--- config.mk ---
export PLATFORM = sky130hd
export DESIGN_NAME = tiaw_div_step
export DESIGN_NICKNAME = d
export VERILOG_FILES = /design/src/hdl/tiaw_pkg.sv /design/src/hdl/tiaw_div_step.sv
export SDC_FILE = /design/constraint.sdc
export NUM_CORES = 1
export LEC_CHECK = 0
export BUFFER_PORTS_ARGS = -buffer_cell sky130_fd_sc_hd__buf_2
export CORE_AREA = 8 8 203 205
export DETAILED_ROUTE_END_ITERATION = 8
export DIE_AREA = 0 0 211 213
export GPL_ROUTABILITY_DRIVEN = 0
export PLACE_DENSITY = 0.7
export SYNTH_ARGS = -nofsm -noshare
export SYNTH_HDL_FRONTEND = slang
export SYNTH_SLANG_ARGS = --single-unit
--- constraint.sdc ---
create_clock -name clk -period 1.17 [get_ports clk]
set_input_delay 0.0585 -clock clk [delete_from_list [all_inputs] [get_ports clk]]
set_output_delay 0.0585 -clock clk [all_outputs]
set_load 0.1 [all_outputs]
--- src/hdl/tiaw_pkg.sv ---
// Shared types, codes and helpers for the typed integer ALU.
// Depends on nothing; every other file imports this package.
package tiaw_pkg;

    // Operation codes.
    localparam logic [4:0] OP_ADD  = 5'd0;
    localparam logic [4:0] OP_SUB  = 5'd1;
    localparam logic [4:0] OP_MUL  = 5'd2;
    localparam logic [4:0] OP_DIV  = 5'd3;
    localparam logic [4:0] OP_MOD  = 5'd4;
    localparam logic [4:0] OP_SHL  = 5'd5;
    localparam logic [4:0] OP_SHR  = 5'd6;
    localparam logic [4:0] OP_USHR = 5'd7;
    localparam logic [4:0] OP_OR   = 5'd8;
    localparam logic [4:0] OP_AND  = 5'd9;
    localparam logic [4:0] OP_XOR  = 5'd10;
    localparam logic [4:0] OP_GE   = 5'd11;
    localparam logic [4:0] OP_GT   = 5'd12;
    localparam logic [4:0] OP_LE   = 5'd13;
    localparam logic [4:0] OP_LT   = 5'd14;
    localparam logic [4:0] OP_EQ   = 5'd15;
    localparam logic [4:0] OP_NE   = 5'd16;
    localparam logic [4:0] OP_NEG  = 5'd17;
    localparam logic [4:0] OP_INV  = 5'd18;

    // Status codes.
    localparam logic [1:0] ST_OK   = 2'd0;
    localparam logic [1:0] ST_OVF  = 2'd1;
    localparam logic [1:0] ST_DIVZ = 2'd2;
    localparam logic [1:0] ST_TYPE = 2'd3;

    // Width codes.
    localparam logic [1:0] WC_8  = 2'd0;
    localparam logic [1:0] WC_16 = 2'd1;
    localparam logic [1:0] WC_32 = 2'd2;
    localparam logic [1:0] WC_64 = 2'd3;

    // One restoring division step per pipeline stage.
    localparam int DIV_STEPS = 64;

    // Decoded and promoted operands.
    typedef struct packed {
        logic [4:0]  op;
        logic [1:0]  lc;
        logic [1:0]  code;
        logic        sg;
        logic [1:0]  st;
        logic [63:0] a;
        logic [63:0] b;
    } dec_t;

    // Result context that travels to the end of the pipe.
    typedef struct packed {
        logic [4:0]  op;
        logic [1:0]  code;
        logic        sg;
        logic [1:0]  st;
        logic [63:0] res;
        logic        res_neg;
    } ctx_t;

    // Execute stage output: partial products and divider operands.
    typedef struct packed {
        ctx_t        ctx;
        logic [63:0] ll;
        logic [63:0] lh;
        logic [63:0] hl;
        logic [63:0] hh;
        logic        ng;
        logic [63:0] ma;
        logic [63:0] mb;
    } exec_t;

    // Divider stage payload.
    typedef struct packed {
        ctx_t        ctx;
        logic [63:0] rem;
        logic [63:0] dq;
        logic [63:0] mb;
    } div_t;

    // All-ones mask of a width code.
    function automatic logic [63:0] wmask(input logic [1:0] code);
        logic [63:0] m;
        case (code)
            WC_8:    m = 64'h0000_0000_0000_00FF;
            WC_16:   m = 64'h0000_0000_0000_FFFF;
            WC_32:   m = 64'h0000_0000_FFFF_FFFF;
            default: m = 64'hFFFF_FFFF_FFFF_FFFF;
        endcase
        return m;
    endfunction

    // Extend the low bits of a value from a width code, sign or zero.
    function automatic logic [63:0] extend(input logic [63:0] v, input logic [1:0] code,
                                           input logic sg);
        logic [63:0] r;
        case (code)
            WC_8:    r = {{56{sg & v[7]}}, v[7:0]};
            WC_16:   r = {{48{sg & v[15]}}, v[15:0]};
            WC_32:   r = {{32{sg & v[31]}}, v[31:0]};
            default: r = v;
        endcase
        return r;
    endfunction

    // Signed minimum of a width, sign-extended to 64 bits.
    function automatic logic [63:0] smin(input logic [1:0] code);
        return ~(wmask(code) >> 1);
    endfunction

endpackage

--- src/hdl/tiaw_div_step.sv ---
// One restoring division step: brings down one dividend bit, yields one quotient bit.
// Depends on tiaw_pkg.
module tiaw_div_step (
    input  logic            clk,
    input  logic            rst_n,
    input  logic            en,
    input  logic            in_valid,
    input  tiaw_pkg::div_t  din,
    output logic            out_valid,
    output tiaw_pkg::div_t  dout
);
    import tiaw_pkg::*;

    logic [64:0] trial;
    logic [64:0] diff;
    logic        fits;
    div_t        d_next;
    logic        valid_reg;
    div_t        d_reg;

    // Trial subtract of the divisor from the partial remainder.
    always_comb
    begin
        trial  = {din.rem, din.dq[63]};
        diff   = trial - {1'b0, din.mb};
        fits   = !diff[64];
        d_next = din;
        d_next.rem = fits ? diff[63:0] : trial[63:0];
        d_next.dq  = {din.dq[62:0], fits};
    end

    // Stage register.
    always_ff @(posedge clk or negedge rst_n)
    begin
        if (!rst_n)
            valid_reg <= 1'b0;
        else if (en)
            valid_reg <= in_valid;
    end

    always_ff @(posedge clk)
    begin
        if (en)
            d_reg <= d_next;
    end

    assign out_valid = valid_reg;
    assign dout      = d_reg;

endmodule

After elaboration in Yosys (flattened, before gate mapping)

Index checks and enable logic that the tools add are counted.

Add/sub/neg operators: 1
Reduce and logical (&&, ||, !) cells: 1
Multiplexer cells: 1

Operator list:

| cell            | number |
|---|---|
| $sub 65x64->65  | 1 |
| $mux 64         | 1 |
| $logic_not 1->1 | 1 |

Word-level logic and storage cells: 13
Register bits: 268
Output and inout port bits: 268
Input bits: 271

Depth between registers and ports, before layout

Depth after elaboration: 2
Mapped depth: 17
Gate-level depth less buffers: 13

Worst setup path after synthesis

Ideal clock, no wire load.

Path type: input to register
Start: input port din[7] (netlist bit)
End: register d_reg, in the netlist dout[185], data pin
Data arrival time: 2.817 ns
Stages: 17
Library setup time: 0.260 ns
Setup slack: -1.907 ns
Path through: inv_1 > ha_1 > buf_2 > a21oi_2 > nor2_1 > o41ai_4 > o22ai_2 > o21ai_2 > a211oi_2 > or3_1 > buf_6 > and3_1 > buf_6 > inv_4 > buf_6 > buf_8 > mux2_4

RTL lines:

| element                | line                | text |
|---|---|---|
| start: declaration     | tiaw_div_step.sv:8  | `input tiaw_pkg::div_t din,` |
| end signal: assignment | tiaw_div_step.sv:44 | `d_reg <= d_next;` |
| end: declaration       | tiaw_div_step.sv:19 | `div_t d_reg;` |

==> impl_metrics.ini <==
[status]
run_status = complete, but fails checks
violations = negative hold slack, negative setup slack

[grt]
grt_max_degree = 45
grtUsageTotal = 0.272
grtUsageMet1 = 0.292
use_met2 = 0.497
top_usage_layer = met2
grt.met3_usage = 0.0659
grt_pass1_wl_mm = 93.7
antenna_found_initial = 12
grt_pass1_vias = 14800
grt.overflow.total = 0

[yosys]
synth_common_cells = edfxtp_1 (267), inv_1 (87), a21oi_1 (78), nand2_1 (67), ha_1 (64)
ys_types = 76
syn_area_per_cell_um2 = 12.8
synth-seq-cells = 268
synth_top_cell_area_share = 0.605
synth_warnings = 0
synth_seq_area_share = 0.607
synth_fp_nets = 1368
ys.flop_type = edfxtp_1
syn-cell-area_mm2 = 0.0132
synth_most_common_cell = edfxtp_1
syn-instance-count = 1032
synth_edf_count = 267
async_reset_ff_frac = 0.00373
yosys.area.top_type = edfxtp_1
synthTopCellsByArea = edfxtp_1 (61%), ha_1 (6.0%), mux2_2 (4.3%)

[sta]
finClkSkew_ps = 0
whs_ps = -325
rsz0062_at_grt = true
relSlewSlack = 0.585
finalCritPeriodShare = 2.19
finalSetupViolCount = 333
worstMarginPinSlew_ps = 617
hold_viol = 2
fin_crit_ps = 2570
fmax_mhz = 390
final.setup.worst_slack_ps = -1400
drv_slew = 0

[cts]
clkLatencyLatePin_ps = 560
cts_tree = done
clock_sinks = 268
clk_pin_slew_ps = 60
ctsLongestPathBuffers = 3
cts_buffers = 30
cts_hold_buf = 262
cts_root_buf = clkbuf_16
htree_levels = 1

[critical_path]
crit_required_ps = 1490
cp.arrival_ps = 2880
start_kind = input pin
worstSetupEndpointType = register
worst-r2r-cell-count = 1
cp_max_fo = 13
crit_type = in -> reg

[pwr]
power.density_mw_per_mm2 = 1530
p_leak_nw = 11.4
ir_worst_vdd_v = 0.00134

[finish]
final_nets = 2474
drive_gt1_frac = 0.497
nFillCells = 2392
postLayoutCellArea_mm2 = 0.0261
syn_to_final_growth_pct = 97.0

[detailed_routing]
vias = 13800
viasPerCell = 5.15
first_pass_iters = 6
drt-total-wl_mm = 65.1
drtIter0Drc = 1074
wire_per_inst_um = 24.2
post-route-drc-count = 0
ant_nets = 0

[min_path]
holdPathStages = 1
hold_class = in -> reg

[die]
initial_core_util = 0.348
core_mm2 = 0.0381
die_area_mm2 = 0.0449
boundaryPins = 539
rows = 72
die_h_um = 213
die_x_um = 211

[place]
hpwlAfterDp_mm = 41.0
dpl_cell_area_mm2 = 0.0204
dp_worst_setup_slack_ps = -2220
port_buffers = 538

[flow_run]
maxCapViolCount = 0
## critical path, stage by stage
cell and delay, ps:
buf_8 110, inv_12 40, ha_4 130, fa_2 240
nor2b_4 50, o211ai_1 260, a21o_1 260, o22ai_2 120
o21ai_2 190, a211oi_2 110, buf_4 150, or3_4 360
and3_4 180, clkinv_8 100, buf_12 150, mux2_2 360
## stage by stage
step | TNS [ps] | cells | power, mW | util
final | -104660 | 2686 | 40.0 | 0.685
after detailed placement | -129040 | 2331 | 27.4 | 0.536
after global routing | -119100 | 2684 | 41.0 | 0.685
after global placement | -122590 | 2331 | 27.3 | 0.536
after CTS | -105430 | 2681 | 39.3 | 0.678
after floorplan | -106790 | 1032 | 22.1 | -
## state kept, by name, indices dropped and copies added (netlist names)
signal and count:
dout 267, out_valid 1
## cells by family after synthesis
| group | after synthesis | share of synthesized area |
|---|---|---|
| fa+ha+maj | 65 | 0.0620 |
| buf+inv | 123 | 0.0395 |
| mux | 60 | 0.0505 |
| compound gates | 240 | 0.119 |
| simple gates | 222 | 0.0864 |
| xor+xnor | 54 | 0.0357 |
| flops | 268 | 0.607 |
## per-layer routing
layer  vias to the layer above  routed length (um)
met5                         -                  77
met4                        10                3530
met3                       221                5300
met2                       856               33500
met1                      6661               22700
li1                       6085                   -
## cell type report
type                            instances  area, um2  area share
Timing Repair Buffer                 1109      10500       0.404
Sequential cell                       268       8040       0.308
Multi-Input combinational cell        641       5480       0.210
Clock buffer                           36        795      0.0304
Tap cell                              518        648      0.0248
Inverter                               88        365      0.0140
Clock inverter                         19        215     0.00825
Antenna cell                            7       17.5    0.000671
## power breakdown
part / switching (mW) / internal, mW / total [mW]
combinational: 11.0 / 6.49 / 17.5
sequential: 0.729 / 11.8 / 12.5
clock: 4.17 / 5.74 / 9.91
total: 15.9 / 24.0 / 40.0
## path summary, 6_finish.rpt
kind	slack [ps]	end	from
min in group asynchronous	360	out_valid	rst_n
max reg2reg	380	out_valid	out_valid
max in group asynchronous	700	out_valid	rst_n
max	-1400	dout[156]	din[127]
min reg2reg	560	out_valid	out_valid
min	-320	dout[0]	din[0]
## timing repair
item,in CTS,in global routing
gates resized for setup,402,78
gates cloned,3,0
buffers inserted,30,8
endpoints found under the hold margin,270,2
setup endpoints to repair,333,333
pin swaps,22,38
## cell usage in the layout (no fill, tap or decap), types with 10 or more instances in the layout
master and n:
mux2_2 38, buf_2 260, nand2_1 63, ha_1 41
buf_4 290, a21o_1 32, buf_6 170, xor2_1 22
inv_2 11, buf_12 122, dlygate4sd3_1 262, o21bai_1 11
xnor2_1 31, nor3_1 13, a21oi_2 17, nand3_1 10
ha_4 23, inv_1 72, edfxtp_1 267, nor2_1 45
a21oi_1 59, mux2_4 13, nand4_1 20, o21ai_0 33
nor2b_1 12, clkbuf_16 31
Note: power is estimated with default switching activity, not from simulation.
