`config.mk`:
```
export PLATFORM = sky130hd
export DESIGN_NAME = tiaw_decode
export DESIGN_NICKNAME = d
export VERILOG_FILES = /design/src/hdl/tiaw_pkg.sv /design/src/hdl/tiaw_decode.sv
export SDC_FILE = /design/constraint.sdc
export NUM_CORES = 1
export LEC_CHECK = 0
export BUFFER_PORTS_ARGS = -buffer_cell sky130_fd_sc_hd__buf_2
export CAP_MARGIN = 10
export CORE_ASPECT_RATIO = 0.9
export CORE_MARGIN = 2
export CORE_UTILIZATION = 46
export DETAILED_ROUTE_END_ITERATION = 8
export GPL_TIMING_DRIVEN = 0
export PLACE_DENSITY = 0.91
export SYNTH_ARGS = -nofsm -noshare
export SYNTH_HDL_FRONTEND = slang
export SYNTH_SLANG_ARGS = --single-unit
```
`constraint.sdc`:
```
create_clock -name clk -period 1.2 [get_ports clk]
set_clock_uncertainty 0.15 [all_clocks]
set_input_delay 0 -clock clk [delete_from_list [all_inputs] [get_ports clk]]
set_output_delay 0 -clock clk [all_outputs]
set_load 0.005 [all_outputs]
```
`src/hdl/tiaw_pkg.sv`:
```
// Shared types, codes and helpers for the typed integer ALU.
// Depends on nothing; every other file imports this package.
package tiaw_pkg;

    // Operation codes.
    localparam logic [4:0] OP_ADD  = 5'd0;
    localparam logic [4:0] OP_SUB  = 5'd1;
    localparam logic [4:0] OP_MUL  = 5'd2;
    localparam logic [4:0] OP_DIV  = 5'd3;
    localparam logic [4:0] OP_MOD  = 5'd4;
    localparam logic [4:0] OP_SHL  = 5'd5;
    localparam logic [4:0] OP_SHR  = 5'd6;
    localparam logic [4:0] OP_USHR = 5'd7;
    localparam logic [4:0] OP_OR   = 5'd8;
    localparam logic [4:0] OP_AND  = 5'd9;
    localparam logic [4:0] OP_XOR  = 5'd10;
    localparam logic [4:0] OP_GE   = 5'd11;
    localparam logic [4:0] OP_GT   = 5'd12;
    localparam logic [4:0] OP_LE   = 5'd13;
    localparam logic [4:0] OP_LT   = 5'd14;
    localparam logic [4:0] OP_EQ   = 5'd15;
    localparam logic [4:0] OP_NE   = 5'd16;
    localparam logic [4:0] OP_NEG  = 5'd17;
    localparam logic [4:0] OP_INV  = 5'd18;

    // Status codes.
    localparam logic [1:0] ST_OK   = 2'd0;
    localparam logic [1:0] ST_OVF  = 2'd1;
    localparam logic [1:0] ST_DIVZ = 2'd2;
    localparam logic [1:0] ST_TYPE = 2'd3;

    // Width codes.
    localparam logic [1:0] WC_8  = 2'd0;
    localparam logic [1:0] WC_16 = 2'd1;
    localparam logic [1:0] WC_32 = 2'd2;
    localparam logic [1:0] WC_64 = 2'd3;

    // One restoring division step per pipeline stage.
    localparam int DIV_STEPS = 64;

    // Decoded and promoted operands.
    typedef struct packed {
        logic [4:0]  op;
        logic [1:0]  lc;
        logic [1:0]  code;
        logic        sg;
        logic [1:0]  st;
        logic [63:0] a;
        logic [63:0] b;
    } dec_t;

    // Result context that travels to the end of the pipe.
    typedef struct packed {
        logic [4:0]  op;
        logic [1:0]  code;
        logic        sg;
        logic [1:0]  st;
        logic [63:0] res;
        logic        res_neg;
    } ctx_t;

    // Execute stage output: partial products and divider operands.
    typedef struct packed {
        ctx_t        ctx;
        logic [63:0] ll;
        logic [63:0] lh;
        logic [63:0] hl;
        logic [63:0] hh;
        logic        ng;
        logic [63:0] ma;
        logic [63:0] mb;
    } exec_t;

    // Divider stage payload.
    typedef struct packed {
        ctx_t        ctx;
        logic [63:0] rem;
        logic [63:0] dq;
        logic [63:0] mb;
    } div_t;

    // All-ones mask of a width code.
    function automatic logic [63:0] wmask(input logic [1:0] code);
        logic [63:0] m;
        case (code)
            WC_8:    m = 64'h0000_0000_0000_00FF;
            WC_16:   m = 64'h0000_0000_0000_FFFF;
            WC_32:   m = 64'h0000_0000_FFFF_FFFF;
            default: m = 64'hFFFF_FFFF_FFFF_FFFF;
        endcase
        return m;
    endfunction

    // Extend the low bits of a value from a width code, sign or zero.
    function automatic logic [63:0] extend(input logic [63:0] v, input logic [1:0] code,
                                           input logic sg);
        logic [63:0] r;
        case (code)
            WC_8:    r = {{56{sg & v[7]}}, v[7:0]};
            WC_16:   r = {{48{sg & v[15]}}, v[15:0]};
            WC_32:   r = {{32{sg & v[31]}}, v[31:0]};
            default: r = v;
        endcase
        return r;
    endfunction

    // Signed minimum of a width, sign-extended to 64 bits.
    function automatic logic [63:0] smin(input logic [1:0] code);
        return ~(wmask(code) >> 1);
    endfunction

endpackage

```
`src/hdl/tiaw_decode.sv`:
```
// Decode stage: clamps width codes, extends operands and promotes the type.
// Depends on tiaw_pkg.
module tiaw_decode #(
    parameter int MAX_WIDTH = 64
) (
    input  logic              clk,
    input  logic              rst_n,
    input  logic              en,
    input  logic              in_valid,
    input  logic [4:0]        op,
    input  logic [63:0]       left_value,
    input  logic [1:0]        left_width,
    input  logic              left_is_signed,
    input  logic [63:0]       right_value,
    input  logic [1:0]        right_width,
    input  logic              right_is_signed,
    output logic              dec_valid,
    output tiaw_pkg::dec_t    dec
);
    import tiaw_pkg::*;

    logic [1:0] lc;
    logic [1:0] rc;
    logic [1:0] mc;
    logic       promote;
    dec_t       dec_next;
    logic       valid_reg;
    dec_t       dec_reg;

    // Largest width code that does not exceed the widest supported type.
    function automatic logic [1:0] clamp(input logic [1:0] c);
        logic [1:0] k;
        k = c;
        for (int i = 0; i < 3; i++) begin
            if (k != 2'd0 && (8 << k) > MAX_WIDTH)
                k = k - 2'd1;
        end
        return k;
    endfunction

    // Promotion of the two operand types.
    always_comb
    begin
        lc = clamp(left_width);
        rc = clamp(right_width);
        mc = (lc > rc) ? lc : rc;
        promote = (op <= OP_MOD) || (op >= OP_OR && op <= OP_NE);
        dec_next.op   = op;
        dec_next.lc   = lc;
        dec_next.code = lc;
        dec_next.sg   = left_is_signed;
        dec_next.st   = ST_OK;
        dec_next.a    = extend(left_value, lc, left_is_signed);
        dec_next.b    = extend(right_value, rc, right_is_signed);
        if (promote) begin
            if (left_is_signed == right_is_signed) begin
                dec_next.code = mc;
            end
            else if ((8 << (int'(mc) + 1)) > MAX_WIDTH) begin
                dec_next.code = mc;
                dec_next.sg   = 1'b1;
                dec_next.st   = ST_TYPE;
            end
            else begin
                dec_next.code = mc + 2'd1;
                dec_next.sg   = 1'b1;
            end
        end
        else if (op == OP_NEG && !left_is_signed) begin
            // Unsigned negate widens to a signed type of twice the width.
            if ((8 << (int'(lc) + 1)) > MAX_WIDTH) begin
                dec_next.st = ST_OVF;
            end
            else begin
                dec_next.code = lc + 2'd1;
                dec_next.sg   = 1'b1;
            end
        end
    end

    // Stage register.
    always_ff @(posedge clk or negedge rst_n)
    begin
        if (!rst_n)
            valid_reg <= 1'b0;
        else if (en)
            valid_reg <= in_valid;
    end

    always_ff @(posedge clk)
    begin
        if (en)
            dec_reg <= dec_next;
    end

    assign dec_valid = valid_reg;
    assign dec       = dec_reg;

endmodule

```
* Yosys cells after proc, flatten, opt, wreduce, memory -nomap -nowiden
Index checks and enable logic that the tools add are counted.
** Storage, ports and cells
- Register bits after elaboration :: 141
- Input bits :: 143
- Output and inout port bits :: 141
- Word-level logic and storage cells :: 85
** Operators by class
- Add/subtract/negate cells :: 10
- Magnitude comparators :: 12
- Equal/unequal tests :: 6
- Shift operators :: 8
- Muxes and demuxes :: 17
- Bitwise operators :: 6
- Reduce and logical (&&, ||, !) cells :: 18
** Operators by type and width (number)
- 64-bit case mux with 3 select lines :: 2
- 32-bit by 8-bit > comparator with 1-bit output, second input constant :: 8
- 4-bit by 2-bit left shift with 32-bit output, first input constant :: 6
- 4-bit by 3-bit left shift with 32-bit output, first input constant :: 2
- 2-bit 2-to-1 mux :: 9
- 2-bit nonzero test :: 6
- 2-bit by 1-bit subtractor with 2-bit output, second input constant :: 6
- 5-bit 2-to-1 mux :: 2
- 3-bit 2-to-1 mux :: 3
- 1-bit logical AND :: 8
- 2-bit by 1-bit adder with 3-bit output, second input constant :: 2
- 1-bit bitwise AND :: 6
- 5-bit == test, second input constant :: 1
- 5-bit by 4-bit >= comparator with 1-bit output, second input constant :: 1
- 5-bit by 3-bit less-or-equal comparator with 1-bit output, second input constant :: 1
- 5-bit less-or-equal comparator, second input constant :: 1
- 2-bit by 1-bit adder with 2-bit output, second input constant :: 2
- 2-bit by 1-bit == test with 1-bit output, second input constant :: 2
- 2-bit == test, second input constant :: 2
- 2-bit zero test :: 2
- 2-bit > comparator :: 1
- 1-bit == test :: 1
- 1-bit zero test :: 1
- 1-bit logical OR :: 1
- 1-bit 2-to-1 mux :: 1

* Logic depth before layout (Yosys ltp)
- Depth in word-level cells :: 20
- Mapped depth :: 11

* Least setup slack after synthesis
OpenSTA, ideal clock, no wires.
- Kind :: input to register
- Start :: input port left_width[1]
- End :: register dec_reg (netlist bit dec[131]) (data pin)
- Library setup time :: 0.262 ns
- Data arrival time :: 1.969 ns
- Required time :: 0.788 ns
- Slack :: -1.180 ns
- Stages :: 11
- Buffers on the path :: 0
- Cell sequence :: inv_1 ha_1 a211o_1 mux2_4 inv_1 ha_1 nor2b_1 o21ai_0 mux2i_1 mux2i_1 o21ai_1
** RTL lines
- start, declared :: line tiaw_decode.sv:12 : input logic [1:0] left_width,
- end signal, assigned :: line tiaw_decode.sv:93 : dec_reg <= dec_next;
- end, declared :: line tiaw_decode.sv:28 : dec_t dec_reg;

==> flow_summary.yaml <==
sta:
  rsz0062_at_grt: "true"
  holdWs_ns: -0.194
  min_period_over_period_pct: 171
  hold_viol_final: 30
  worst_slack_ns: -0.852
  drv_slew: 0
  setup_viol: 8
  worst_pin_slew_ns: 0.586
  post-route-min-period_ns: 2.05
  slew_headroom_pct: 60.9
  fin_setup_tns_ns: -3.16
  clock.fmax_ghz: 0.487
drt:
  drt_wl_total_microns: 20100
  ant_nets: 0
  vias: 4983
  vias_per_cell: 5.10
  drt_iter0_drc: 462
  drcViolationCount: 0
  wire_per_inst_microns: 20.5
  firstDrtPassIters: 4
floorplan:
  die-area_sq_um: 13500
  die_h_microns: 110
  fp-row-count: 38
  die_w_microns: 122
  core_sq_um: 12200
  ios: 284
  initial_utilization_pct: 47.5
worst_setup_path:
  r2r-end: "dec_valid$_DFFE_PN0P_"
  cp.buffers_inverters: 3
  start_kind: "input pin"
  worstSetupPathType: "input pin to flop"
  reg2reg_depth: 1
  path_common_cell: "ha_4"
  cp.required_ns: 1.22
  slowest_stage: "mux2_4"
  worst_r2r_startpoint: "dec_valid$_DFFE_PN0P_"
  crit_family: "multiplexers"
  cp.arrival_ns: 2.07
  r2r_setup_slack_ns: 0.29
  cp-end-kind: "flop"
  critPathLaunch: "left_width[0]"
  path_cells: "buf_12 -> inv_8 -> ha_4 -> a211o_1 -> mux2_4 -> inv_4 -> ha_4 -> nor2b_4 -> o21ai_2 -> mux2i_2 -> mux2i_1 -> o21ai_1"
  worstSetupEndpoint: "dec[131]$_DFFE_PP_"
  cp.depth: 12
  crit_fanout: 5
  max_stage_delay_ns: 0.32
placed_design:
  hpwl_microns: 11400
  placedCellCount: 798
  port_buffers: 283
  pre_cts_ws_ns: -1.48
  post_dp_cell_area_sq_um: 7700
  gp_congestion: 0.864
global_route:
  grt_usage_pct: 29.7
  grt_pass1_vias: 5297
  grt_pass1_wl_microns: 28800
  grt_overflow_total: 0
  grt_max_degree: 113
  antenna_found_initial: 2
status:
  status: "finished with violations"
  violations: "negative hold slack, negative setup slack"
finish:
  area_growth_pct: 71.0
  instances_no_fill: 977
  fin_area_sq_um: 9890
  finalNetCount: 963
  largest_register_ffs: 140
  drive_above_1_share_pct: 46.1
synthesis:
  yosys.cell_count.top_type: "edfxtp_1"
  synth_fp_nets: 514
  ys_seq_elements: 141
  yosys.area.top_type: "edfxtp_1"
  synth_area_sq_um: 5780
  ys_types: 33
  synth-seq-area-share_pct: 73.1
  yosys-top-cells-count: "edfxtp_1 (140), a21o_1 (112), ha_1 (17)"
  ys_warn_count: 0
  synth_edf_count: 140
  netlist_top_cells_area: "edfxtp_1 (73%), a21o_1 (15%), ha_1 (3.7%), clkbuf_1 (1.0%), nand2_1 (0.78%)"
  netlist_instances: 354
  avgSynthCellArea_sq_um: 16.3
  synthDominantCellAreaShare_pct: 72.7
  async_reset_ff_share_pct: 0.709
  yosys_most_used_dff: "edfxtp_1"
clock_tree:
  clk_pin_slew_worst_paths_ns: 0.06
  h-tree-depth: 4
  numClockSinks: 141
  cts_buffers: 17
  cts-root-buf: "clkbuf_16"
  ctsHoldBuffers: 139
  clk_path_buf_depth: 2
  clk_latency_ns: 0.41
  cts_tree: "yes"
flow_run:
  maxCapViolCount: 0
pwr:
  irDropWorstVdd_v: 0.00111
  p_leak_nw: 4.89
  pwr_density_cell_nw_per_um2: 1410
hold_path:
  hold_path.class: "input pin to flop"
layout by cell type (no fill, tap or decap), types with 5 or more instances in the layout:
master,netlist,final
clkbuf_1,16,9
ha_4,0,9
ha_1,17,5
a21o_1,112,112
buf_2,5,278
dlygate4sd3_1,0,139
nand2_1,12,9
inv_1,10,5
clkbuf_8,0,8
clkbuf_16,0,17
edfxtp_1,140,140
buf_4,0,12
area by class of cell:
class	instances	area, sq um
Clock inverter	12	185
Antenna cell	1	2.50
Tap cell	160	200
Buffer	19	171
Clock buffer	20	437
Sequential cell	141	4230
Inverter	10	72.6
Multi-Input combinational cell	181	1630
Timing Repair Buffer	433	2960
Fill cell	646	2280
worst min path at each step:
stage,end,startpoint,slack (ns),cells past startpoint
floorplan,dec_valid$_DFFE_PN0P_,rst_n,-0.45,0
CTS,dec[19]$_DFFE_PP_,en,-0.20,1
detailed placement,dec_valid$_DFFE_PN0P_,rst_n,-0.37,1
global placement,dec_valid$_DFFE_PN0P_,rst_n,-0.38,1
finish,dec[18]$_DFFE_PP_,en,-0.19,1
global route,dec[18]$_DFFE_PP_,en,-0.20,1
per-stage QoR:
| step | hold WS (ns) | total power [W] | utilization, % |
|---|---|---|---|
| after floorplan | -0.446 | 0.00685 | - |
| after global placement | -0.375 | 0.00775 | 63.0 |
| after detailed placement | -0.374 | 0.00784 | 63.3 |
| after CTS | -0.203 | 0.0138 | 80.8 |
| after global routing | -0.198 | 0.0144 | 81.3 |
| final | -0.194 | 0.0139 | 81.3 |
where the power goes:
group | internal [W] | leakage (nW) | switching (W)
combinational | 0.00118 | 3.22 | 0.000986
sequential | 0.00597 | 1.37 | 0.000165
clock | 0.00350 | 0.300 | 0.00209
total | 0.0107 | 4.89 | 0.00324
timing repair:
| action | 4_1_cts | 5_1_grt |
|---|---|---|
| hold endpoints to repair | 166 | 33 |
| endpoints found under the setup margin | 17 | 20 |
| resized for setup | 24 | 9 |
| cloned | 0 | 1 |
| buffers inserted | 6 | 3 |
| pin swaps | 5 | 6 |
per-layer routing:
metal,up-vias,track usage (%),wire length [microns]
met4,2,18.6,922
li1,2258,-,-
met3,71,9.83,1480
met2,262,51.9,10500
met5,-,0,15
met1,2390,31.1,7120
cell families (layout without fill, tap and decap cells):
kind of cell | Yosys count | in the layout | synth area share (%)
XOR/XNOR | 2 | 2 | 0.303
buffers and inverters | 32 | 494 | 2.31
other | 0 | 1 | 0
adder cells (fa/ha/maj) | 17 | 17 | 3.68
AND/OR/NAND/NOR | 30 | 30 | 2.83
multiplexers | 7 | 7 | 1.36
flip-flops | 141 | 141 | 73.1
AO/OA/AOI/OAI | 125 | 125 | 16.4
Note: power is estimated with default switching activity, not from simulation.
