File: config.mk
export PLATFORM = sky130hd
export DESIGN_NAME = tiaw_mulsum
export DESIGN_NICKNAME = d
export VERILOG_FILES = /design/src/hdl/tiaw_pkg.sv /design/src/hdl/tiaw_mulsum.sv
export SDC_FILE = /design/constraint.sdc
export NUM_CORES = 1
export LEC_CHECK = 0
export ABC_AREA = 1
export BUFFER_PORTS_ARGS = -buffer_cell sky130_fd_sc_hd__buf_2
export CAP_MARGIN = 20
export CELL_PAD_IN_SITES_DETAIL_PLACEMENT = 2
export CELL_PAD_IN_SITES_GLOBAL_PLACEMENT = 2
export CORE_AREA = 2 2 282 284
export DETAILED_ROUTE_END_ITERATION = 10
export DIE_AREA = 0 0 284 286
export PLACE_DENSITY = 0.67
export SETUP_SLACK_MARGIN = 0.3
export SLEW_MARGIN = 20
export SYNTH_ARGS = -nofsm -noshare
export SYNTH_HDL_FRONTEND = slang
export SYNTH_SLANG_ARGS = --single-unit
File: constraint.sdc
create_clock -name clk -period 0.8 [get_ports clk]
set_input_delay 0.04 -clock clk [delete_from_list [all_inputs] [get_ports clk]]
set_output_delay 0.04 -clock clk [all_outputs]
set_load 0.1 [all_outputs]
File: src/hdl/tiaw_pkg.sv
// Shared types, codes and helpers for the typed integer ALU.
// Depends on nothing; every other file imports this package.
package tiaw_pkg;

    // Operation codes.
    localparam logic [4:0] OP_ADD  = 5'd0;
    localparam logic [4:0] OP_SUB  = 5'd1;
    localparam logic [4:0] OP_MUL  = 5'd2;
    localparam logic [4:0] OP_DIV  = 5'd3;
    localparam logic [4:0] OP_MOD  = 5'd4;
    localparam logic [4:0] OP_SHL  = 5'd5;
    localparam logic [4:0] OP_SHR  = 5'd6;
    localparam logic [4:0] OP_USHR = 5'd7;
    localparam logic [4:0] OP_OR   = 5'd8;
    localparam logic [4:0] OP_AND  = 5'd9;
    localparam logic [4:0] OP_XOR  = 5'd10;
    localparam logic [4:0] OP_GE   = 5'd11;
    localparam logic [4:0] OP_GT   = 5'd12;
    localparam logic [4:0] OP_LE   = 5'd13;
    localparam logic [4:0] OP_LT   = 5'd14;
    localparam logic [4:0] OP_EQ   = 5'd15;
    localparam logic [4:0] OP_NE   = 5'd16;
    localparam logic [4:0] OP_NEG  = 5'd17;
    localparam logic [4:0] OP_INV  = 5'd18;

    // Status codes.
    localparam logic [1:0] ST_OK   = 2'd0;
    localparam logic [1:0] ST_OVF  = 2'd1;
    localparam logic [1:0] ST_DIVZ = 2'd2;
    localparam logic [1:0] ST_TYPE = 2'd3;

    // Width codes.
    localparam logic [1:0] WC_8  = 2'd0;
    localparam logic [1:0] WC_16 = 2'd1;
    localparam logic [1:0] WC_32 = 2'd2;
    localparam logic [1:0] WC_64 = 2'd3;

    // One restoring division step per pipeline stage.
    localparam int DIV_STEPS = 64;

    // Decoded and promoted operands.
    typedef struct packed {
        logic [4:0]  op;
        logic [1:0]  lc;
        logic [1:0]  code;
        logic        sg;
        logic [1:0]  st;
        logic [63:0] a;
        logic [63:0] b;
    } dec_t;

    // Result context that travels to the end of the pipe.
    typedef struct packed {
        logic [4:0]  op;
        logic [1:0]  code;
        logic        sg;
        logic [1:0]  st;
        logic [63:0] res;
        logic        res_neg;
    } ctx_t;

    // Execute stage output: partial products and divider operands.
    typedef struct packed {
        ctx_t        ctx;
        logic [63:0] ll;
        logic [63:0] lh;
        logic [63:0] hl;
        logic [63:0] hh;
        logic        ng;
        logic [63:0] ma;
        logic [63:0] mb;
    } exec_t;

    // Divider stage payload.
    typedef struct packed {
        ctx_t        ctx;
        logic [63:0] rem;
        logic [63:0] dq;
        logic [63:0] mb;
    } div_t;

    // All-ones mask of a width code.
    function automatic logic [63:0] wmask(input logic [1:0] code);
        logic [63:0] m;
        case (code)
            WC_8:    m = 64'h0000_0000_0000_00FF;
            WC_16:   m = 64'h0000_0000_0000_FFFF;
            WC_32:   m = 64'h0000_0000_FFFF_FFFF;
            default: m = 64'hFFFF_FFFF_FFFF_FFFF;
        endcase
        return m;
    endfunction

    // Extend the low bits of a value from a width code, sign or zero.
    function automatic logic [63:0] extend(input logic [63:0] v, input logic [1:0] code,
                                           input logic sg);
        logic [63:0] r;
        case (code)
            WC_8:    r = {{56{sg & v[7]}}, v[7:0]};
            WC_16:   r = {{48{sg & v[15]}}, v[15:0]};
            WC_32:   r = {{32{sg & v[31]}}, v[31:0]};
            default: r = v;
        endcase
        return r;
    endfunction

    // Signed minimum of a width, sign-extended to 64 bits.
    function automatic logic [63:0] smin(input logic [1:0] code);
        return ~(wmask(code) >> 1);
    endfunction

endpackage

File: src/hdl/tiaw_mulsum.sv
// Multiply finish stage: sums partial products, checks the range, loads the divider.
// Depends on tiaw_pkg.
module tiaw_mulsum (
    input  logic             clk,
    input  logic             rst_n,
    input  logic             en,
    input  logic             ex_valid,
    input  tiaw_pkg::exec_t  ex,
    output logic             ms_valid,
    output tiaw_pkg::div_t   ms
);
    import tiaw_pkg::*;

    logic [63:0] mid;
    logic [63:0] lo;
    logic [63:0] hi;
    logic [63:0] m;
    logic [63:0] limit;
    div_t        ms_next;
    logic        valid_reg;
    div_t        ms_reg;

    always_comb
    begin
        mid = {32'd0, ex.ll[63:32]} + {32'd0, ex.lh[31:0]} + {32'd0, ex.hl[31:0]};
        lo  = {mid[31:0], ex.ll[31:0]};
        hi  = ex.hh + {32'd0, ex.lh[63:32]} + {32'd0, ex.hl[63:32]} + {32'd0, mid[63:32]};
        m   = wmask(ex.ctx.code);

        // A negative product may reach one past the positive maximum.
        if (ex.ctx.sg)
            limit = ex.ng ? ((m >> 1) + 64'd1) : (m >> 1);
        else
            limit = m;

        ms_next.ctx = ex.ctx;
        ms_next.rem = 64'd0;
        ms_next.dq  = ex.ma;
        ms_next.mb  = ex.mb;
        if (ex.ctx.op == OP_MUL && ex.ctx.st == ST_OK) begin
            if (hi != 64'd0 || lo > limit) begin
                ms_next.ctx.st = ST_OVF;
            end
            else begin
                ms_next.ctx.res     = lo;
                ms_next.ctx.res_neg = ex.ng;
            end
        end
    end

    // Stage register.
    always_ff @(posedge clk or negedge rst_n)
    begin
        if (!rst_n)
            valid_reg <= 1'b0;
        else if (en)
            valid_reg <= ex_valid;
    end

    always_ff @(posedge clk)
    begin
        if (en)
            ms_reg <= ms_next;
    end

    assign ms_valid = valid_reg;
    assign ms       = ms_reg;

endmodule

# Word-level counts from Yosys, hierarchy flattened

Index checks and enable logic that the tools add are counted.
Widths: inputs -> output; s select.

Bits in registers: 204
Output and inout port bits: 268
Word-level logic and storage cells: 30
Input bits: 464

Mux-type cells: 6
Reduce and logical (&&, ||, !) cells: 5
Add/subtract/negate cells: 6
Equal/unequal tests: 3
Order comparisons: 1

Operator list:

| operator              | count |
|---|---|
| $pmux 64 s3           | 1 |
| $add 64x32->64        | 2 |
| $mux 64               | 2 |
| $mux 67               | 1 |
| $mux 65               | 1 |
| $add 63x1->64 const B | 1 |
| $add 64x2->64         | 1 |
| $gt 64x64->1          | 1 |
| $reduce_bool 64->1    | 1 |
| $add 33x32->34        | 1 |
| $add 32x32->33        | 1 |
| $eq 5x2->1 const B    | 1 |
| $logic_not 2->1       | 2 |
| $eq 2x1->1 const B    | 1 |
| $eq 2x2->1 const B    | 1 |
| $mux 2                | 1 |
| $logic_and 1x1->1     | 1 |
| $logic_or 1x1->1      | 1 |

# Longest topological paths before layout

Gate-level depths: netlist of run 1.

Word-level depth: 9
Depth in mapped cells: 37
Gate-level depth less buffers: 35

# Worst setup path after synthesis of run 1

No wires, ideal clock.

Kind: input to register
Start: input port ex[194] (netlist name)
End: register ms_reg (netlist bit ms[251]) (data pin)
Data arrival time: 5018 ps
Buffers on the path: 2
Stages on the path: 37
Library setup time: 253 ps
Slack: -4471 ps
Required time: 547 ps
Path through: fa_1 -> ha_1 -> inv_1 -> fa_1 -> o21ai_0 -> a21oi_1 -> o21ai_0 -> nand3_1 -> nand3_1 -> nand2_1 -> nand3_1 -> a221oi_1 -> fa_1 -> inv_1 -> ha_1 -> inv_1 -> fa_1 -> inv_1 -> nand3_1 -> nand2_1 -> nand2_1 -> nand2_1 -> nand2_1 -> nand3_1 -> nand3_1 -> nand3_1 -> nand2_1 -> clkinv_1 -> nand2_1 -> nor2_1 -> nand3_1 -> nor2_2 -> nand3_1 -> buf_4 -> buf_6 -> nand2_1 -> nand2_1

RTL lines:

| item                 | RTL line          | RTL |
|---|---|---|
| start, declared      | tiaw_mulsum.sv:8  | `input tiaw_pkg::exec_t ex,` |
| end signal, assigned | tiaw_mulsum.sv:63 | `ms_reg <= ms_next;` |
| end, declared        | tiaw_mulsum.sv:21 | `div_t ms_reg;` |

==> impl_results.md, run 1 <==
- Post-DP Area: 28400 um^2
- Sequential element share of the synthesized area: 35.4%
- Pwr Density: 2050 nW/um^2
- Internal Pwr Total: 35.1 mW
- CTS Buf Count: 26
- Clock share of power: between 10% and 20%
- Number of DRC violations after detailed routing: 0
- Rel. slew slack: 51.2%
- IO Pins: 732
- Clock tree buffer depth: 3
- Period minus WS final: 5.74 ns
- Status: finished, violations left
- Worst voltage drop across the vdd grid: 0.00174 V
- Flip-flop count of the largest register after layout: 203
- Slowest cell on the critical path: sky130_fd_sc_hd__a21oi_1
- Max_cap viols: 0
- Die outline width: 284 um
- Pin count of the biggest net entering global routing: 52
- Gate power share: 60.3%
- Starting utilization of the core area: 22.0%
- Post-route standard cell area excluding fillers: 32800 um^2
- Number of max-slew violations in the final report: 0
- Ys async rst share: less than 1%
- Post-cts hold buffer count: approximately 170
- Number of vias per cell: 5.01
- Leakage: 16.1 nW
- Crit path launch type: primary input
- Die height: 286 um
- GRT Resource Usage Total: 29.6%
- Peak clock frequency supported by timing: 174 MHz
- Least-Margin Pin Slew: 0.733 ns
- Delay contributed by the slowest stage of the critical path: 0.52 ns
- Routability cong.: 0.911
- H-tree depth: 1
- Number of nets still failing antenna checks after routing: 0
- Number of input and output port buffers inserted: approximately 670
- Count of warnings emitted by yosys: 0
- Commonest cells after routing, fill and taps aside: sky130_fd_sc_hd__nand2_1 (588), sky130_fd_sc_hd__buf_4 (461), sky130_fd_sc_hd__buf_2 (460)
- Area growth from synthesis to final layout: 89.9%
- Number of buffers and inverters on the critical path: 7
- Critical path arrival: 6.15 ns
- #FFs+latches synth: about 200
- Area of the core region: 78400 um^2
- Ratio of cells with drive above 1 in the final layout: 40.7%
- Total via count in the routed design: between 20k and 25k
- Post-synthesis average cell area: 7.97 um^2
- DRC marker count from the first detailed-route iteration: 1690
- Dpl hpwl: 87700 um
- Fillers: 8580
- Crit share post-route: 718%
- Most frequent standard cell in the layout excluding fill and tap cells: sky130_fd_sc_hd__nand2_1
- Setup repair after global routing missed its margin: yes
- Cells after Synth: 2166
- Max Clock Skew: 0 ns
- Count of flip-flops with a built-in enable after synthesis: ~200
- Failing checks: hold timing, setup timing
- Number of antenna violations at the first check in global routing: 22
- Endpoints failing hold: 43
- Switching Share: 48.0%
- Root buffer cell: sky130_fd_sc_hd__clkbuf_16
- TritonCTS clock tree: yes
- Crit path required time: between 1 and 1.5 ns
- Cell seen most often among critical-path stages: sky130_fd_sc_hd__nand2_1
- Final nets: 4211
- Number of cell rows: 103
- Sequential fraction of design power: between 20% and 30%
- Via count of the first global-routing pass: around 25k
- Post-synthesis instance area: around 17000 um^2
- Synth unique cells: 43
- Total Wirelength: around 140000 um
- Average detailed-routed wire length per instance: roughly 31 um
- Critical setup path kind: primary input to flop
- Count of TritonRoute iterations in the first routing pass: 5
- Number of sinks driven by the clock tree: roughly 200
- Setup total negative slack: -412.04 ns
- Sort of element at the end of the critical path: flop
- Setup violators final: 271
- Prevailing post-synth register cell: sky130_fd_sc_hd__edfxtp_1
- Largest fanout on the critical path: 7
- PnR worst setup slack: -4.94 ns
- Post-CTS clock slew at the launch and capture registers of the worst setup and hold paths: about 0.07 ns
- Tightest hold margin: -0.211 ns
- Final global-route overflow total: 0
- Switching power: 32.3 mW
- Global-route wire length before repair: between 150000 and 200000 um
- Tightest Hold Check Type: primary input to flop
- Cell family with most CP delay: simple AND/OR/NAND/NOR gates
- Die area: 81200 um^2
- Worst-skew pair later-pin latency: 0.57 ns
## metal layers
layer	vias to the layer above	track usage [%]	wire length (um)	share of wire, %
li1	9730	-	-	-
met1	11400	30.9	48900	34
met2	1398	55.3	70000	49
met3	579	5.61	11500	8.0
met4	20	17.1	13300	9.2
met5	-	0	137	0.095
## stage by stage
stage	setup WS, ns	std cells	total power, mW	util (%)
floorplan	-3.99	2229	31.2	-
global placement	-4.96	4321	47.7	36.2
detailed placement	-5.26	4321	49.1	36.2
CTS	-4.51	4576	62.7	40.7
global route	-5.16	4601	69.5	41.8
finish	-4.94	4606	67.4	41.9
## power groups by stage
stage | combinational, mW | sequential [mW] | clock [mW]
2_1_floorplan | 12.0 | 19.2 | 0
3_3_place_gp | 33.9 | 13.7 | 0
3_5_place_dp | 35.2 | 13.8 | 0
4_1_cts | 37.0 | 13.7 | 12.0
5_1_grt | 42.4 | 13.9 | 13.2
6_report | 40.6 | 13.9 | 12.9
## Yosys cell counts (6+ instances only)
cell / count / share of area, %
sky130_fd_sc_hd__buf_4: 70 / 3.0
sky130_fd_sc_hd__ha_1: 161 / 12
sky130_fd_sc_hd__inv_1: 289 / 6.3
sky130_fd_sc_hd__clkbuf_1: 9 / 0.20
sky130_fd_sc_hd__nor3_1: 19 / 0.55
sky130_fd_sc_hd__nand3_1: 96 / 2.8
sky130_fd_sc_hd__nor4_1: 6 / 0.22
sky130_fd_sc_hd__buf_2: 9 / 0.26
sky130_fd_sc_hd__a21oi_1: 83 / 2.4
sky130_fd_sc_hd__nand2_1: 728 / 16
sky130_fd_sc_hd__nand4_1: 106 / 3.8
sky130_fd_sc_hd__nor2_2: 7 / 0.25
sky130_fd_sc_hd__xnor2_1: 9 / 0.46
sky130_fd_sc_hd__a21o_1: 10 / 0.43
sky130_fd_sc_hd__nor2_1: 170 / 3.7
sky130_fd_sc_hd__o21ai_0: 34 / 0.99
sky130_fd_sc_hd__xor2_1: 21 / 1.1
sky130_fd_sc_hd__nand3b_1: 16 / 0.70
sky130_fd_sc_hd__edfxtp_1: 203 / 35
sky130_fd_sc_hd__fa_1: 67 / 7.8
## repair_timing
action	in CTS	in global routing
hold endpoints to repair	241	56
gates resized for setup	144	175
gates cloned	8	4
endpoints found under the setup margin	271	272
buffers inserted	25	9
pin swaps	57	79
## final timing paths
path / start / endpoint / slack [ns] / cells after the start
min in group asynchronous: rst_n / ms_valid / 0.34 / 3
worst max-delay path: ex[210] / ms[236] / -4.94 / 36
worst min register to register: ms_valid / ms_valid / 0.61 / 1
max in group asynchronous: rst_n / ms_valid / 0.34 / 3
worst min-delay path: ex[455] / ms[262] / -0.21 / 2
worst max register to register: ms_valid / ms_valid / -0.07 / 1
## layout make-up
cell class	instances	area, um^2	area share, %
Multi-Input combinational cell	1634	10800	32.8
Clock inverter	11	121	0.370
Antenna cell	17	42.5	0.130
Tap cell	1050	1310	4.01
Timing Repair Buffer	1355	12600	38.5
Sequential cell	204	6120	18.7
Inverter	298	1120	3.43
Clock buffer	37	692	2.11
## logic make-up after synthesis
logic type | share of synthesized area, %
and+or+nand+nor | 28.3
xor gates and xnor gates | 1.52
muxes | 0.0652
AOI/OAI and AO/OA | 4.88
adders and majority gates | 19.4
DFF | 35.4
other | 0.0217
buffers and inverters | 10.3
Power figures use the tool's default switching activity.
==> run 2: changes to the inputs <==
==> constraint.sdc (replaced) <==
create_clock -name clk -period 0.8 [get_ports clk]
set_input_delay 0.16 -clock clk [delete_from_list [all_inputs] [get_ports clk]]
set_output_delay 0.16 -clock clk [all_outputs]
set_load 0.1 [all_outputs]
==> run 2 against run 1 <==
Against the previous run:
- the flow still finishes with violations (hold timing, setup timing)
- largest cell class unchanged
- global-route usage fell by 1.4 points
- clock-buffer cell count fell by 8
- die area did not move
==> impl_results.md, run 2 (synthesis gave the netlist of run 1 again) <==
- Switching Share: a little under half
- Fillers: 8676
- Delay contributed by the slowest stage of the critical path: 0.63 ns
- Most frequent standard cell in the layout excluding fill and tap cells: sky130_fd_sc_hd__nand2_1
- Tightest Hold Check Type: primary input to flop
- Worst slack after detailed placement: -5.58 ns
- Number of sinks driven by the clock tree: 204
- Number of input and output port buffers inserted: 667
- Pin count of the biggest net entering global routing: 52
- PnR worst setup slack: -4.91 ns
- Clock share of power: approximately a fifth
- Internal Pwr Total: 34.5 mW
- Area of the core region: 78400 um^2
- H-tree depth: 1
- Rel. slew slack: 58.5%
- Cell depth of the worst hold path: 1
- DRC marker count from the first detailed-route iteration: approximately 1.3k
- Flip-flop count of the largest register after layout: 203
- Setup total negative slack: -437.58 ns
- Register-to-Register Setup Slack: -0.09 ns
- TritonCTS clock tree: yes
- Area growth from synthesis to final layout: 87.0%
- Period minus WS final: around 5.7 ns
- Crit path required time: roughly 1.2 ns
- Setup violators final: 271
- Final global-route overflow total: 0
- Endpoints failing hold: 87
- Commonest cells after routing, fill and taps aside: sky130_fd_sc_hd__nand2_1 (591), sky130_fd_sc_hd__buf_4 (465), sky130_fd_sc_hd__buf_2 (456)
- Post-CTS clock slew at the launch and capture registers of the worst setup and hold paths: 0.07 ns
- Least-Margin Pin Slew: 0.618 ns
- Die area: 81200 um^2
- CTS Buf Count: 26
- R2r startpoint: ms_valid
- Final nets: 4158
- Largest fanout on the critical path: 7
- Count of TritonRoute iterations in the first routing pass: 5
- Die outline width: 284 um
- Worst Hold End: ms[111]
- Sequential fraction of design power: 21.2%
- Leakage: 16.5 nW
- Global-route wire length before repair: 170000 um
- Via count of the first global-routing pass: 24.3k
- Peak clock frequency supported by timing: around 180 MHz
- Number of antenna violations at the first check in global routing: 14
- IO Pins: 732
- Number of vias per cell: 4.83
- Pwr Density: 2020 nW/um^2
- Total Wirelength: 129000 um
- Ratio of cells with drive above 1 in the final layout: 41.1%
- Post-DP Area: 28500 um^2
- Status: finished, violations left
- Worst-skew pair later-pin latency: 0.56 ns
- Post-route core utilization: 41.2%
- Starting utilization of the core area: between 20% and 30%
- Tightest hold margin: -0.206 ns
- Number of max-slew violations in the final report: 0
- Average detailed-routed wire length per instance: around 28 um
- Die height: 286 um
- Gate power share: 60.2%
- Post-route standard cell area excluding fillers: 32300 um^2
- Critical setup path kind: primary input to flop
- Setup repair after global routing missed its margin: yes
- Routability cong.: 0.908
- Max Clock Skew: 0 ns
- Dpl hpwl: approximately 87000 um
- Switching power: 30.8 mW
- Crit share post-route: 713%
- Crit path launch type: primary input
- Number of nets still failing antenna checks after routing: 0
- Critical path arrival: 6.13 ns
- Sort of element at the end of the critical path: flop
- Worst voltage drop across the vdd grid: around 0.0015 V
- Total via count in the routed design: 21.9k
- GRT Resource Usage Total: 28.2%
- Capturing point of the worst reg2reg path: ms_valid
- Slowest cell on the critical path: sky130_fd_sc_hd__fa_1
- Number of cell instances on the worst register-to-register path: 1
- Number of cell rows: about 100
- Clock tree buffer depth: 3
- Hold wc startpoint: ex[111]
- Root buffer cell: sky130_fd_sc_hd__clkbuf_16
- Max_cap viols: 0
- Failing checks: hold timing, setup timing
- Number of DRC violations after detailed routing: 0
-- run 2: area by class of cell --
type / instances / area, um^2 / area share (%)
well taps: 1050 / 1310 / 4.07
multi-input cells: 1634 / 10600 / 32.9
clock buffers: 29 / 662 / 2.05
clock inverters: 18 / 129 / 0.399
flip-flops and latches: 204 / 6120 / 19.0
diodes: 10 / 25.0 / 0.0775
repair buffers: 1302 / 12300 / 38.1
inverters: 298 / 1120 / 3.47
-- run 2: per-layer routing --
layer  vias to the layer above  global-route usage [%]  wire length [um]
met5                         -                       0                54
met4                         8                    13.4              9140
met3                       379                    5.04              8620
met2                      1062                    53.9             66100
met1                     10900                    29.7             45400
li1                       9615                       -                 -
-- run 2: worst max path at each step --
stage / startpoint / to / slack (ns)
after floorplan: ex[194] / ms[251] / -4.11
after global placement: ex[196] / ms[250] / -5.24
after detailed placement: ex[196] / ms[203] / -5.58
after CTS: ex[354] / ms[218] / -4.67
after global routing: ex[195] / ms[223] / -5.05
final: ex[195] / ms[227] / -4.91
-- run 2: power groups by stage --
stage	clock network [mW]	logic, mW	registers, mW
finish	12.2	39.3	13.8
global route	12.5	41.6	13.8
CTS	11.5	37.0	13.7
detailed placement	0	35.4	13.9
global placement	0	34.1	13.8
floorplan	0	12.0	19.2
-- run 2: worst max-delay path, delay by kind of cell --
kind | cells | cell delay, ns
and+or+nand+nor | 18 | 1.99
AOI/OAI and AO/OA | 4 | 0.69
buffers and inverters | 10 | 1.20
adders and majority gates | 5 | 2.08
-- run 2: per-stage QoR --
stage	hold slack (ns)	total power [mW]	std cells
finish	-0.206	65.3	4545
floorplan	-0.136	31.2	2229
global route	-0.219	67.9	4540
CTS	-0.201	62.1	4520
detailed placement	-0.0632	49.2	4330
global placement	-0.0644	47.8	4330
-- run 2: what timing repair did --
| action | in CTS | in global routing |
|---|---|---|
| buffers inserted | 19 | 8 |
| pin swaps | 33 | 45 |
| endpoints found under the setup margin | 271 | 346 |
| resized for setup | 122 | 243 |
| hold buffers | 117 | 3 |
| gates cloned | 7 | 4 |
| hold endpoints to repair | 203 | 116 |
